### src/design/sqltp_pkg.sv
package sqltp_pkg;

  localparam int KindWidth   = 5;
  localparam int TagWidth    = 16;
  localparam int RoleWidth   = 3;
  localparam int RelWidth    = 2;
  localparam int QueryWidth  = 3;
  localparam int StatusWidth = 2;
  localparam int InDataWidth  = 32;
  localparam int OutDataWidth = 32;

  typedef logic [KindWidth-1:0]   kind_t;
  typedef logic [TagWidth-1:0]    tag_t;
  typedef logic [RoleWidth-1:0]   role_t;
  typedef logic [RelWidth-1:0]    rel_t;
  typedef logic [QueryWidth-1:0]  query_t;
  typedef logic [StatusWidth-1:0] status_t;

  localparam kind_t K_EOS     = 5'd0;
  localparam kind_t K_INSERT  = 5'd1;
  localparam kind_t K_SELECT  = 5'd2;
  localparam kind_t K_UPDATE  = 5'd3;
  localparam kind_t K_CREATE  = 5'd4;
  localparam kind_t K_INTO    = 5'd5;
  localparam kind_t K_VALUES  = 5'd6;
  localparam kind_t K_TABLE   = 5'd7;
  localparam kind_t K_SET     = 5'd8;
  localparam kind_t K_WHERE   = 5'd9;
  localparam kind_t K_FROM    = 5'd10;
  localparam kind_t K_ORDER   = 5'd11;
  localparam kind_t K_BY      = 5'd12;
  localparam kind_t K_TRUE    = 5'd13;
  localparam kind_t K_FALSE   = 5'd14;
  localparam kind_t K_LPAREN  = 5'd15;
  localparam kind_t K_RPAREN  = 5'd16;
  localparam kind_t K_COMMA   = 5'd17;
  localparam kind_t K_STAR    = 5'd18;
  localparam kind_t K_LESS    = 5'd19;
  localparam kind_t K_GREATER = 5'd20;
  localparam kind_t K_EQUAL   = 5'd21;
  localparam kind_t K_ID      = 5'd22;
  localparam kind_t K_NUMBER  = 5'd23;
  localparam kind_t K_STRING  = 5'd24;

  localparam role_t ROLE_NONE     = 3'd0;
  localparam role_t ROLE_TABLE    = 3'd1;
  localparam role_t ROLE_COLUMN   = 3'd2;
  localparam role_t ROLE_VALUE    = 3'd3;
  localparam role_t ROLE_WH_FIELD = 3'd4;
  localparam role_t ROLE_WH_OP    = 3'd5;
  localparam role_t ROLE_WH_VALUE = 3'd6;
  localparam role_t ROLE_ORDER    = 3'd7;

  localparam rel_t REL_NONE    = 2'd0;
  localparam rel_t REL_LESS    = 2'd1;
  localparam rel_t REL_GREATER = 2'd2;
  localparam rel_t REL_EQUAL   = 2'd3;

  localparam query_t Q_NONE   = 3'd0;
  localparam query_t Q_INSERT = 3'd1;
  localparam query_t Q_SELECT = 3'd2;
  localparam query_t Q_UPDATE = 3'd3;
  localparam query_t Q_CREATE = 3'd4;

  localparam status_t ST_BUSY       = 2'd0;
  localparam status_t ST_OK         = 2'd1;
  localparam status_t ST_ERROR      = 2'd2;
  localparam status_t ST_INCOMPLETE = 2'd3;

  typedef enum logic [35:0] {
    S_START     = 36'd1 << 0,
    S_DONE      = 36'd1 << 1,
    S_FAIL      = 36'd1 << 2,
    S_CR_TABLE  = 36'd1 << 3,
    S_CR_NAME   = 36'd1 << 4,
    S_CR_LP     = 36'd1 << 5,
    S_CR_FIELD  = 36'd1 << 6,
    S_CR_SEP    = 36'd1 << 7,
    S_UP_TABLE  = 36'd1 << 8,
    S_UP_SET    = 36'd1 << 9,
    S_UP_FIELD  = 36'd1 << 10,
    S_UP_EQ     = 36'd1 << 11,
    S_UP_VALUE  = 36'd1 << 12,
    S_UP_SEP    = 36'd1 << 13,
    S_SE_FIELD  = 36'd1 << 14,
    S_SE_COMMA  = 36'd1 << 15,
    S_SE_FROM   = 36'd1 << 16,
    S_SE_TABLE  = 36'd1 << 17,
    S_ORD       = 36'd1 << 18,
    S_ORD_BY    = 36'd1 << 19,
    S_ORD_FIELD = 36'd1 << 20,
    S_WH_KEYWORD = 36'd1 << 21,
    S_WH_FIELD  = 36'd1 << 22,
    S_WH_OP     = 36'd1 << 23,
    S_WH_VALUE  = 36'd1 << 24,
    S_WH_AND    = 36'd1 << 25,
    S_IN_INTO   = 36'd1 << 26,
    S_IN_NAME   = 36'd1 << 27,
    S_IN_LP     = 36'd1 << 28,
    S_IN_FIELD  = 36'd1 << 29,
    S_IN_FSEP   = 36'd1 << 30,
    S_IN_VKW    = 36'd1 << 31,
    S_IN_VLP    = 36'd1 << 32,
    S_IN_VAL    = 36'd1 << 33,
    S_IN_VSEP   = 36'd1 << 34,
    S_IN_ROWLP  = 36'd1 << 35
  } step_t;

  typedef struct packed {
    step_t   step_next;
    query_t  qkind_next;
    role_t   token_role;
    rel_t    relation_op;
    query_t  query_kind;
    status_t parse_status;
  } dec_t;

endpackage

### src/design/sql_statement_token_parser_top.sv
// SQL statement token parser. A lexer sends one token word per cycle on the s_ channel:
// the token kind, the kind of the following token and a tag for the token text. For
// every token word exactly one result word leaves on the m_ channel, in order: the
// token's role, the where operator, the query kind, the parse status and the tag.
// The first token picks INSERT, SELECT, UPDATE or CREATE; an end-of-stream token
// reports the final status and returns the parser to statement start.
// A word waits in the input register while the parser state machine classifies it,
// and the result is written to the output register when the word advances, so a
// result passes the input register and then the output register on its way to m_.
// One word per cycle is sustained while the receiver keeps m_tready high; the single
// state transition per token sets that figure.
// When the receiver stalls, the output register holds its word and the input
// register fills; s_tready falls only when both are occupied and m_tready is low.
// Reset empties both registers and puts the parser at statement start with no query
// kind.
module sql_statement_token_parser_top (
  input  logic                              clk,
  input  logic                              rst,
  input  logic                              s_tvalid,
  output logic                              s_tready,
  // token_kind [4:0], next_kind [9:5], token_tag [25:10], zero [31:26]
  input  logic [sqltp_pkg::InDataWidth-1:0]  s_tdata,
  output logic                              m_tvalid,
  input  logic                              m_tready,
  // token_role [2:0], relation_op [4:3], query_kind [7:5], parse_status [9:8],
  // tag_out [25:10], zero [31:26]
  output logic [sqltp_pkg::OutDataWidth-1:0] m_tdata
);

  logic               in_valid;
  sqltp_pkg::kind_t   in_kind;
  sqltp_pkg::kind_t   in_next;
  sqltp_pkg::tag_t    in_tag;
  logic               advance;

  sqltp_pkg::step_t   step;
  sqltp_pkg::query_t  qkind;
  sqltp_pkg::dec_t    dec;

  logic               out_valid;
  sqltp_pkg::dec_t    out_dec;
  sqltp_pkg::tag_t    out_tag;

  assign advance  = in_valid && (!out_valid || m_tready);
  assign s_tready = !in_valid || advance;

  always_ff @(posedge clk) begin
    if (rst) begin
      in_valid <= 1'b0;
    end else if (s_tready) begin
      in_valid <= s_tvalid;
    end
  end

  always_ff @(posedge clk) begin
    if (s_tvalid && s_tready) begin
      in_kind <= s_tdata[4:0];
      in_next <= s_tdata[9:5];
      in_tag  <= s_tdata[25:10];
    end
  end

  sqltp_decode u_decode (
    .step       (step),
    .qkind      (qkind),
    .token_kind (in_kind),
    .next_kind  (in_next),
    .dec        (dec)
  );

  always_ff @(posedge clk) begin
    if (rst) begin
      step  <= sqltp_pkg::S_START;
      qkind <= sqltp_pkg::Q_NONE;
    end else if (advance) begin
      step  <= dec.step_next;
      qkind <= dec.qkind_next;
    end
  end

  always_ff @(posedge clk) begin
    if (rst) begin
      out_valid <= 1'b0;
    end else if (advance) begin
      out_valid <= 1'b1;
    end else if (m_tready) begin
      out_valid <= 1'b0;
    end
  end

  always_ff @(posedge clk) begin
    if (advance) begin
      out_dec <= dec;
      out_tag <= in_tag;
    end
  end

  assign m_tvalid = out_valid;
  assign m_tdata  = {6'd0, out_tag, out_dec.parse_status, out_dec.query_kind,
                     out_dec.relation_op, out_dec.token_role};

`ifndef NO_ASSERTIONS
  a_eos_restarts: assert property (@(posedge clk) disable iff (rst)
    advance && in_kind == sqltp_pkg::K_EOS |=>
      step == sqltp_pkg::S_START && qkind == sqltp_pkg::Q_NONE)
    else $error("parser did not return to statement start after end of stream");

  a_rel_only_on_op: assert property (@(posedge clk) disable iff (rst)
    out_valid && out_dec.relation_op != sqltp_pkg::REL_NONE |->
      out_dec.token_role == sqltp_pkg::ROLE_WH_OP)
    else $error("relation operator reported on a token that is not a where operator");

  a_full_blocks_input: assert property (@(posedge clk) disable iff (rst)
    in_valid && out_valid && !m_tready |-> !s_tready)
    else $error("input accepted while both registers are full and the output stalls");

  a_state_holds: assert property (@(posedge clk) disable iff (rst)
    !advance |=> $stable(step) && $stable(qkind))
    else $error("parser state changed without a word being classified");
`endif

endmodule

### src/design/sqltp_decode.sv
module sqltp_decode (
  input  sqltp_pkg::step_t  step,
  input  sqltp_pkg::query_t qkind,
  input  sqltp_pkg::kind_t  token_kind,
  input  sqltp_pkg::kind_t  next_kind,
  output sqltp_pkg::dec_t   dec
);

  sqltp_pkg::step_t   s;
  sqltp_pkg::query_t  q;
  sqltp_pkg::role_t   role;
  sqltp_pkg::rel_t    rel;
  sqltp_pkg::status_t status;
  logic               k_id;

  assign k_id = (token_kind == sqltp_pkg::K_ID);

  always_comb begin
    s      = step;
    q      = qkind;
    role   = sqltp_pkg::ROLE_NONE;
    rel    = sqltp_pkg::REL_NONE;
    status = sqltp_pkg::ST_BUSY;
    if (token_kind == sqltp_pkg::K_EOS) begin
      if (step == sqltp_pkg::S_DONE || step == sqltp_pkg::S_UP_SEP ||
          step == sqltp_pkg::S_WH_AND) begin
        status = sqltp_pkg::ST_OK;
      end else if (step == sqltp_pkg::S_FAIL) begin
        status = sqltp_pkg::ST_ERROR;
      end else begin
        status = sqltp_pkg::ST_INCOMPLETE;
      end
      s = sqltp_pkg::S_START;
      q = sqltp_pkg::Q_NONE;
    end else begin
      unique case (step)
        sqltp_pkg::S_START: begin
          priority if (token_kind == sqltp_pkg::K_INSERT) begin
            q = sqltp_pkg::Q_INSERT;
            s = sqltp_pkg::S_IN_INTO;
          end else if (token_kind == sqltp_pkg::K_SELECT) begin
            q = sqltp_pkg::Q_SELECT;
            s = sqltp_pkg::S_SE_FIELD;
          end else if (token_kind == sqltp_pkg::K_UPDATE) begin
            q = sqltp_pkg::Q_UPDATE;
            s = sqltp_pkg::S_UP_TABLE;
          end else if (token_kind == sqltp_pkg::K_CREATE) begin
            q = sqltp_pkg::Q_CREATE;
            s = sqltp_pkg::S_CR_TABLE;
          end else begin
            s = sqltp_pkg::S_FAIL;
          end
        end
        sqltp_pkg::S_DONE, sqltp_pkg::S_FAIL: begin
          s = step;
        end
        sqltp_pkg::S_CR_TABLE: begin
          s = (token_kind == sqltp_pkg::K_TABLE) ? sqltp_pkg::S_CR_NAME : sqltp_pkg::S_FAIL;
        end
        sqltp_pkg::S_CR_NAME: begin
          s    = k_id ? sqltp_pkg::S_CR_LP : sqltp_pkg::S_FAIL;
          role = k_id ? sqltp_pkg::ROLE_TABLE : sqltp_pkg::ROLE_NONE;
        end
        sqltp_pkg::S_CR_LP: begin
          s = (token_kind == sqltp_pkg::K_LPAREN) ? sqltp_pkg::S_CR_FIELD : sqltp_pkg::S_FAIL;
        end
        sqltp_pkg::S_CR_FIELD: begin
          s    = k_id ? sqltp_pkg::S_CR_SEP : sqltp_pkg::S_FAIL;
          role = k_id ? sqltp_pkg::ROLE_COLUMN : sqltp_pkg::ROLE_NONE;
        end
        sqltp_pkg::S_CR_SEP: begin
          priority if (token_kind == sqltp_pkg::K_RPAREN) begin
            s = sqltp_pkg::S_DONE;
          end else if (token_kind == sqltp_pkg::K_COMMA) begin
            s = sqltp_pkg::S_CR_FIELD;
          end else begin
            s = sqltp_pkg::S_FAIL;
          end
        end
        sqltp_pkg::S_UP_TABLE: begin
          s    = k_id ? sqltp_pkg::S_UP_SET : sqltp_pkg::S_FAIL;
          role = k_id ? sqltp_pkg::ROLE_TABLE : sqltp_pkg::ROLE_NONE;
        end
        sqltp_pkg::S_UP_SET: begin
          s = (token_kind == sqltp_pkg::K_SET) ? sqltp_pkg::S_UP_FIELD : sqltp_pkg::S_FAIL;
        end
        sqltp_pkg::S_UP_FIELD: begin
          role = sqltp_pkg::ROLE_COLUMN;
          s    = sqltp_pkg::S_UP_EQ;
        end
        sqltp_pkg::S_UP_EQ: begin
          s = sqltp_pkg::S_UP_VALUE;
        end
        sqltp_pkg::S_UP_VALUE: begin
          role = sqltp_pkg::ROLE_VALUE;
          s    = sqltp_pkg::S_UP_SEP;
        end
        sqltp_pkg::S_UP_SEP: begin
          priority if (token_kind == sqltp_pkg::K_COMMA) begin
            s = sqltp_pkg::S_UP_FIELD;
          end else if (token_kind == sqltp_pkg::K_WHERE) begin
            s = sqltp_pkg::S_WH_FIELD;
          end else begin
            s = sqltp_pkg::S_FAIL;
          end
        end
        sqltp_pkg::S_SE_FIELD: begin
          priority if (token_kind == sqltp_pkg::K_STAR) begin
            role = sqltp_pkg::ROLE_COLUMN;
            s    = sqltp_pkg::S_SE_FROM;
          end else if (k_id) begin
            role = sqltp_pkg::ROLE_COLUMN;
            s    = (next_kind == sqltp_pkg::K_FROM) ? sqltp_pkg::S_SE_FROM
                                                    : sqltp_pkg::S_SE_COMMA;
          end else begin
            s = sqltp_pkg::S_FAIL;
          end
        end
        sqltp_pkg::S_SE_COMMA: begin
          s = (token_kind == sqltp_pkg::K_COMMA) ? sqltp_pkg::S_SE_FIELD : sqltp_pkg::S_FAIL;
        end
        sqltp_pkg::S_SE_FROM: begin
          s = (token_kind == sqltp_pkg::K_FROM) ? sqltp_pkg::S_SE_TABLE : sqltp_pkg::S_FAIL;
        end
        sqltp_pkg::S_SE_TABLE: begin
          priority if (!k_id) begin
            s = sqltp_pkg::S_FAIL;
          end else if (next_kind == sqltp_pkg::K_WHERE) begin
            role = sqltp_pkg::ROLE_TABLE;
            s    = sqltp_pkg::S_WH_KEYWORD;
          end else if (next_kind == sqltp_pkg::K_ORDER) begin
            role = sqltp_pkg::ROLE_TABLE;
            s    = sqltp_pkg::S_ORD;
          end else begin
            role = sqltp_pkg::ROLE_TABLE;
            s    = sqltp_pkg::S_DONE;
          end
        end
        sqltp_pkg::S_ORD: begin
          s = (token_kind == sqltp_pkg::K_ORDER) ? sqltp_pkg::S_ORD_BY : sqltp_pkg::S_FAIL;
        end
        sqltp_pkg::S_ORD_BY: begin
          s = (token_kind == sqltp_pkg::K_BY) ? sqltp_pkg::S_ORD_FIELD : sqltp_pkg::S_FAIL;
        end
        sqltp_pkg::S_ORD_FIELD: begin
          s    = k_id ? sqltp_pkg::S_DONE : sqltp_pkg::S_FAIL;
          role = k_id ? sqltp_pkg::ROLE_ORDER : sqltp_pkg::ROLE_NONE;
        end
        sqltp_pkg::S_WH_KEYWORD: begin
          s = sqltp_pkg::S_WH_FIELD;
        end
        sqltp_pkg::S_WH_FIELD: begin
          s    = k_id ? sqltp_pkg::S_WH_OP : sqltp_pkg::S_FAIL;
          role = k_id ? sqltp_pkg::ROLE_WH_FIELD : sqltp_pkg::ROLE_NONE;
        end
        sqltp_pkg::S_WH_OP: begin
          priority if (token_kind == sqltp_pkg::K_LESS) begin
            rel = sqltp_pkg::REL_LESS;
          end else if (token_kind == sqltp_pkg::K_GREATER) begin
            rel = sqltp_pkg::REL_GREATER;
          end else if (token_kind == sqltp_pkg::K_EQUAL) begin
            rel = sqltp_pkg::REL_EQUAL;
          end else begin
            rel = sqltp_pkg::REL_NONE;
          end
          if (rel != sqltp_pkg::REL_NONE) begin
            role = sqltp_pkg::ROLE_WH_OP;
            s    = sqltp_pkg::S_WH_VALUE;
          end else begin
            s = sqltp_pkg::S_FAIL;
          end
        end
        sqltp_pkg::S_WH_VALUE: begin
          if (k_id || token_kind == sqltp_pkg::K_NUMBER) begin
            role = sqltp_pkg::ROLE_WH_VALUE;
            s    = (next_kind == sqltp_pkg::K_ORDER) ? sqltp_pkg::S_ORD : sqltp_pkg::S_WH_AND;
          end else begin
            s = sqltp_pkg::S_FAIL;
          end
        end
        sqltp_pkg::S_WH_AND: begin
          s = sqltp_pkg::S_WH_FIELD;
        end
        sqltp_pkg::S_IN_INTO: begin
          s = (token_kind == sqltp_pkg::K_INTO) ? sqltp_pkg::S_IN_NAME : sqltp_pkg::S_FAIL;
        end
        sqltp_pkg::S_IN_NAME: begin
          s    = k_id ? sqltp_pkg::S_IN_LP : sqltp_pkg::S_FAIL;
          role = k_id ? sqltp_pkg::ROLE_TABLE : sqltp_pkg::ROLE_NONE;
        end
        sqltp_pkg::S_IN_LP: begin
          s = (token_kind == sqltp_pkg::K_LPAREN) ? sqltp_pkg::S_IN_FIELD : sqltp_pkg::S_FAIL;
        end
        sqltp_pkg::S_IN_FIELD: begin
          s    = k_id ? sqltp_pkg::S_IN_FSEP : sqltp_pkg::S_FAIL;
          role = k_id ? sqltp_pkg::ROLE_COLUMN : sqltp_pkg::ROLE_NONE;
        end
        sqltp_pkg::S_IN_FSEP: begin
          priority if (token_kind == sqltp_pkg::K_COMMA) begin
            s = sqltp_pkg::S_IN_FIELD;
          end else if (token_kind == sqltp_pkg::K_RPAREN) begin
            s = sqltp_pkg::S_IN_VKW;
          end else begin
            s = sqltp_pkg::S_FAIL;
          end
        end
        sqltp_pkg::S_IN_VKW: begin
          s = (token_kind == sqltp_pkg::K_VALUES) ? sqltp_pkg::S_IN_VLP : sqltp_pkg::S_FAIL;
        end
        sqltp_pkg::S_IN_VLP: begin
          s = (token_kind == sqltp_pkg::K_LPAREN) ? sqltp_pkg::S_IN_VAL : sqltp_pkg::S_FAIL;
        end
        sqltp_pkg::S_IN_VAL: begin
          if (k_id || token_kind == sqltp_pkg::K_STRING || token_kind == sqltp_pkg::K_NUMBER ||
              token_kind == sqltp_pkg::K_TRUE || token_kind == sqltp_pkg::K_FALSE) begin
            role = sqltp_pkg::ROLE_VALUE;
            s    = sqltp_pkg::S_IN_VSEP;
          end else begin
            s = sqltp_pkg::S_FAIL;
          end
        end
        sqltp_pkg::S_IN_VSEP: begin
          priority if (token_kind == sqltp_pkg::K_COMMA) begin
            s = (next_kind == sqltp_pkg::K_LPAREN) ? sqltp_pkg::S_IN_ROWLP
                                                   : sqltp_pkg::S_IN_VAL;
          end else if (token_kind == sqltp_pkg::K_RPAREN) begin
            s = sqltp_pkg::S_DONE;
          end else begin
            s = sqltp_pkg::S_FAIL;
          end
        end
        sqltp_pkg::S_IN_ROWLP: begin
          s = (token_kind == sqltp_pkg::K_LPAREN) ? sqltp_pkg::S_IN_VAL : sqltp_pkg::S_FAIL;
        end
        default: begin
          s = sqltp_pkg::S_FAIL;
        end
      endcase
      if (s == sqltp_pkg::S_DONE) begin
        status = sqltp_pkg::ST_OK;
      end else if (s == sqltp_pkg::S_FAIL) begin
        status = sqltp_pkg::ST_ERROR;
      end
    end
  end

  always_comb begin
    dec.step_next    = s;
    dec.qkind_next   = q;
    dec.token_role   = role;
    dec.relation_op  = rel;
    dec.query_kind   = (token_kind == sqltp_pkg::K_EOS) ? qkind : q;
    dec.parse_status = status;
  end

endmodule
### config.mk
export PLATFORM = sky130hd
export DESIGN_NAME = sql_statement_token_parser_top
export DESIGN_NICKNAME = d
export VERILOG_FILES = /design/src/design/sqltp_pkg.sv /design/src/design/sql_statement_token_parser_top.sv /design/src/design/sqltp_decode.sv
export SDC_FILE = /design/constraint.sdc
export NUM_CORES = 1
export LEC_CHECK = 0
export BUFFER_PORTS_ARGS = -buffer_cell sky130_fd_sc_hd__buf_4
export CAP_MARGIN = 0
export CORE_MARGIN = 3
export CORE_UTILIZATION = 60
export CTS_BUF_LIST = sky130_fd_sc_hd__clkbuf_16
export DETAILED_ROUTE_END_ITERATION = 16
export GPL_TIMING_DRIVEN = 0
export PLACE_DENSITY_LB_ADDON = 0.2
export SYNTH_ARGS = -nofsm -noshare
export SYNTH_HDL_FRONTEND = slang
export SYNTH_HIERARCHICAL = 1
export SYNTH_SLANG_ARGS = --single-unit
### constraint.sdc
create_clock -name clk -period 4.6 [get_ports clk]
set_clock_uncertainty 0.1 [all_clocks]
set_input_delay 0.46 -clock clk [delete_from_list [all_inputs] [get_ports clk]]
set_output_delay 0.46 -clock clk [all_outputs]
set_load 0.005 [all_outputs]
### Yosys cells after proc, flatten, opt, wreduce, memory -nomap -nowiden

Index checks and enable logic that the tools add are counted.
Widths: inputs -> output; s select.

| word-level totals | value |
|---|---|
| flip-flop bits (word level) | 93 |
| bits of input ports | 36 |
| output and inout port bits | 34 |
| word-level logic and storage cells | 173 |

| operators by class | value |
|---|---|
| eq/ne operators | 66 |
| multiplexer cells | 72 |
| bitwise logic cells | 1 |
| reductions and logical operators | 22 |

Operator list:

| cell | count |
|---|---|
| $pmux 36 s33 | 1 |
| $mux 36 | 15 |
| $eq 36x2->1 const B | 2 |
| $eq 36x3->1 const B | 2 |
| $eq 5x4->1 const B | 12 |
| $eq 5x5->1 const B | 9 |
| $mux 3 | 14 |
| $eq 36x1->1 const B | 1 |
| $eq 36x10->1 const B | 1 |
| $eq 36x11->1 const B | 1 |
| $eq 36x12->1 const B | 1 |
| $eq 36x13->1 const B | 1 |
| $eq 36x14->1 const B | 1 |
| $eq 36x15->1 const B | 1 |
| $eq 36x16->1 const B | 1 |
| $eq 36x17->1 const B | 1 |
| $eq 36x18->1 const B | 1 |
| $eq 36x19->1 const B | 1 |
| $eq 36x20->1 const B | 1 |
| $eq 36x21->1 const B | 1 |
| $eq 36x22->1 const B | 1 |
| $eq 36x23->1 const B | 1 |
| $eq 36x24->1 const B | 1 |
| $eq 36x25->1 const B | 1 |
| 56 further kinds | 89 |

### Logic depth before layout (Yosys ltp)

| logic depth | value |
|---|---|
| depth in word-level cells | 14 |
| depth in mapped cells | 12 |
| mapped depth without buffers | 10 |

### Hierarchy

The synthesis kept the hierarchy.

Modules (own cells, without submodules):

| module | times used | cells an instance | area each (um2) | sequential area each (um2) |
|---|---|---|---|---|
| sql_statement_token_parser_top | 1 | 238 | 3473.3 | 2382.3 |
| sqltp_decode | 1 | 332 | 2059.5 | 0.0 |

### Least setup slack after synthesis

OpenSTA, ideal clock, no wires.

| path | value |
|---|---|
| path kind | register to register |
| start | register step[30] |
| end | register step[1] |
| setup time | 0.072 ns |
| arrival | 2.376 ns |
| slack | 2.052 ns |
| cell stages (with the launch flop) | 12 |
| period minus slack after synthesis | 2.548 ns |
| cells stage by stage | dfxtp_1 -> clkbuf_1 -> nor4_2 -> nand4_2 -> buf_6 -> or2_1 -> buf_6 -> or4b_1 -> o2111ai_1 -> nor2b_1 -> nand2b_1 -> mux2i_1 |

RTL lines:

| element | line | RTL |
|---|---|---|
| from (decl) | sql_statement_token_parser_top.sv:36 | `sqltp_pkg::step_t step;` |
| from (signal assigned) | sql_statement_token_parser_top.sv:73 | `step <= sqltp_pkg::S_START;` |
| from (signal assigned) | sql_statement_token_parser_top.sv:76 | `step <= dec.step_next;` |

==> results.json <==
{
  "outcome": "completed",
  "cp.arrival_ns": 3.53,
  "wl_per_cell_um": 20.9,
  "setup_tns_ns": 0,
  "synthToLayoutAreaGrowth_pct": 15.9,
  "firstDrtPassIters": 7,
  "slowest_delay_ns": 0.91,
  "portBuffers": 56,
  "setup_viol": 0,
  "n_antenna_cell": 0,
  "syn_inst": 570,
  "start_kind": "register",
  "worstPathMaxFanout": 7,
  "netlist_top_cells_area": "edfxtp_1 28%, dfxtp_1 15%, nand2b_1 9.6%",
  "hold_violations": 0,
  "synth_ff_type": "edfxtp_1",
  "rsz0062_at_grt": "no",
  "cap_violations": 0,
  "cts.reportedPaths.clkPinSlew_ns": 0.07,
  "drive_gt1_share_pct": 17.7,
  "final_cell_mix": "85 x nand2b_1, 62 x buf_4, 52 x edfxtp_1",
  "timing.rr.end": "step[1]",
  "async_flop_share_pct": 0,
  "layout.cells.non_filler": 756,
  "h-tree-depth": 3,
  "cp_slowest_cell": "nor4_1",
  "die_h_um": 102,
  "row_count": 34,
  "cts_buffer_depth": 2,
  "leakage_nw": 2.34,
  "end_kind": "register",
  "start_util_pct": 62.5,
  "wl_um": 15800,
  "syn_area_mm2": 0.00553,
  "viasPerCell": 6.38,
  "synth.avg_cell_area_um2": 9.71,
  "crit_path_cell_trace": "nor4_1 > nand4_1 > nor3_1 > nand2_1 > o2111ai_1 > nor2b_1 > nand2b_1 > mux2i_1",
  "gp_congestion": 1.04,
  "cts.sinks": 93,
  "drtAntennaViolNets": 0,
  "clockRootBuffer": "clkbuf_16",
  "top_level_ports": 70,
  "worst_pin_slew_ns": 1.06,
  "place_hpwl_um": 12000,
  "cts_resized": 0,
  "power_density_mw_per_mm2": 288,
  "vias": 4825,
  "slew_viol_final": 0,
  "hold_path_depth": 1,
  "max-vdd-ir-drop_mv": 0.185,
  "cts_tree": "yes",
  "fp.dieW_um": 102,
  "drc": 0,
  "drt_iter0_drc": 353,
  "fmax_ghz": 0.297,
  "holdCritPathClass": "in -> reg",
  "worstSkewPairLatency_ns": 0.34,
  "ys_seq_elements": 93,
  "fp.dieArea_mm2": 0.0104,
  "grt_use_total_pct": 31.0,
  "yosysUniqueCellTypes": 69,
  "postCtsSetupBuffers": 0,
  "synth_warnings": 6,
  "required_ns": 4.76,
  "yosysTopAreaCellShare_pct": 28.2,
  "rr_worst_depth": 8,
  "period_share_pct": 73.3,
  "final_common_cell": "nand2b_1",
  "place_inst": 740,
  "synth_top_cell_by_area": "edfxtp_1",
  "ys_seq_area_share_pct": 43.1,
  "core_area_mm2": 0.00885,
  "grt_pass1_wl_um": 24500,
  "cts_buffers": 9,
  "period_needed_ns": 3.37,
  "nNetsFinal": 679,
  "worst-setup-path-type": "reg -> reg",
  "slew-limit-headroom_pct": 28.1,
  "postCtsHoldBufs": 0,
  "grt_pass1_vias": 4594,
  "hold_start": "s_tdata[6]",
  "reg2reg_slack_ns": 1.23,
  "min_to": "in_next[1]",
  "synth_edf_count": 52,
  "antenna_found_initial": 0,
  "grt_max_degree": 36,
  "overflow": 0,
  "rr_startpoint": "step[32]"
}
[how the worst max path moves through the flow]
| stage | slack, ns | startpoint | end | depth (start not counted) |
|---|---|---|---|---|
| floorplan | 2.05 | step[30] | step[1] | 11 |
| finish | 1.23 | step[32] | step[1] | 8 |
| global route | 1.09 | step[32] | step[1] | 8 |
| CTS | 1.41 | step[32] | step[1] | 8 |
| detailed placement | 1.44 | step[16] | step[2] | 11 |
| global placement | 1.48 | step[16] | m_tdata[9] | 9 |
[cell families (layout without fill, tap and decap cells)]
logic type,count (synthesis),in the layout,share of synthesized area [%]
buffers and inverters,37,110,4.52
and+or+nand+nor,324,324,36.0
AOI/OAI and AO/OA,66,66,7.73
other,1,6,0.0678
DFF,93,93,43.1
muxes,40,40,7.24
xor gates and xnor gates,9,9,1.42
[flip-flops by register name, summed over array words and instances (netlist names)]
name      cells
in_valid      1
in_kind       5
qkind         3
m_tvalid      1
in_tag       16
out_tag      16
step         36
in_next       5
m_tdata      10
[cell usage after synthesis, drive strengths merged, types with 2 or more instances]
library cell / count
nand3b: 9
nand3: 16
nor3b: 9
inv: 3
a21oi: 10
or3: 5
mux2i: 40
clkbuf: 18
o2111ai: 3
buf: 16
or2: 7
and3: 6
nor4b: 9
nand4bb: 2
nor2b: 6
and4: 2
nand4b: 6
o211ai: 3
and2: 3
nand2b: 85
a31oi: 5
xor2: 7
o21ai: 21
o22ai: 7
nand4: 13
nand2: 44
nor2: 50
or4b: 4
a211oi: 2
and4b: 4
or4: 2
nor4: 18
dfxtp: 41
nor3: 22
edfxtp: 52
xnor2: 2
[layer usage]
layer / global-route usage, % / up-vias / wire, µm
met1: 40.6 / 2309 / 6550
li1: - / 2228 / -
met3: 8.19 / 42 / 1440
met4: 9.99 / 0 / 429
met5: 0 / - / 0
met2: 50.3 / 246 / 7350
[critical path: cells and delay by family (launching register included)]
family | cells | cell delay, ns
simple gates | 6 | 2.26
compound gates | 1 | 0.42
flops | 1 | 0.38
mux | 1 | 0.14
[metrics by stage]
stage	hold WS, ns	setup slack [ns]	total power [mW]	utilization (%)	area (µm²)
finish	0.192	1.23	1.85	72.5	6410
global route	0.182	1.09	1.91	72.5	6410
CTS	0.190	1.41	1.85	72.5	6410
detailed placement	0.305	1.44	1.14	69.2	6130
global placement	0.301	1.48	1.13	69.0	6110
floorplan	0.300	2.05	1.06	-	5550
[report_power, final]
| group | internal (mW) | switching [mW] |
|---|---|---|
| Combinational | 0.0890 | 0.110 |
| Clock | 0.382 | 0.342 |
| Sequential | 0.907 | 0.0152 |
| Total | 1.38 | 0.467 |
[final cells by class]
type / instances / area (µm²)
plain buffers: 34 / 239
clock buffers: 9 / 225
clock inverters: 7 / 63.8
fillers: 668 / 2430
inverters: 3 / 11.3
multi-input cells: 445 / 2920
flip-flops and latches: 93 / 2380
well taps: 108 / 135
repair buffers: 57 / 435
Power figures use the tool's default switching activity.
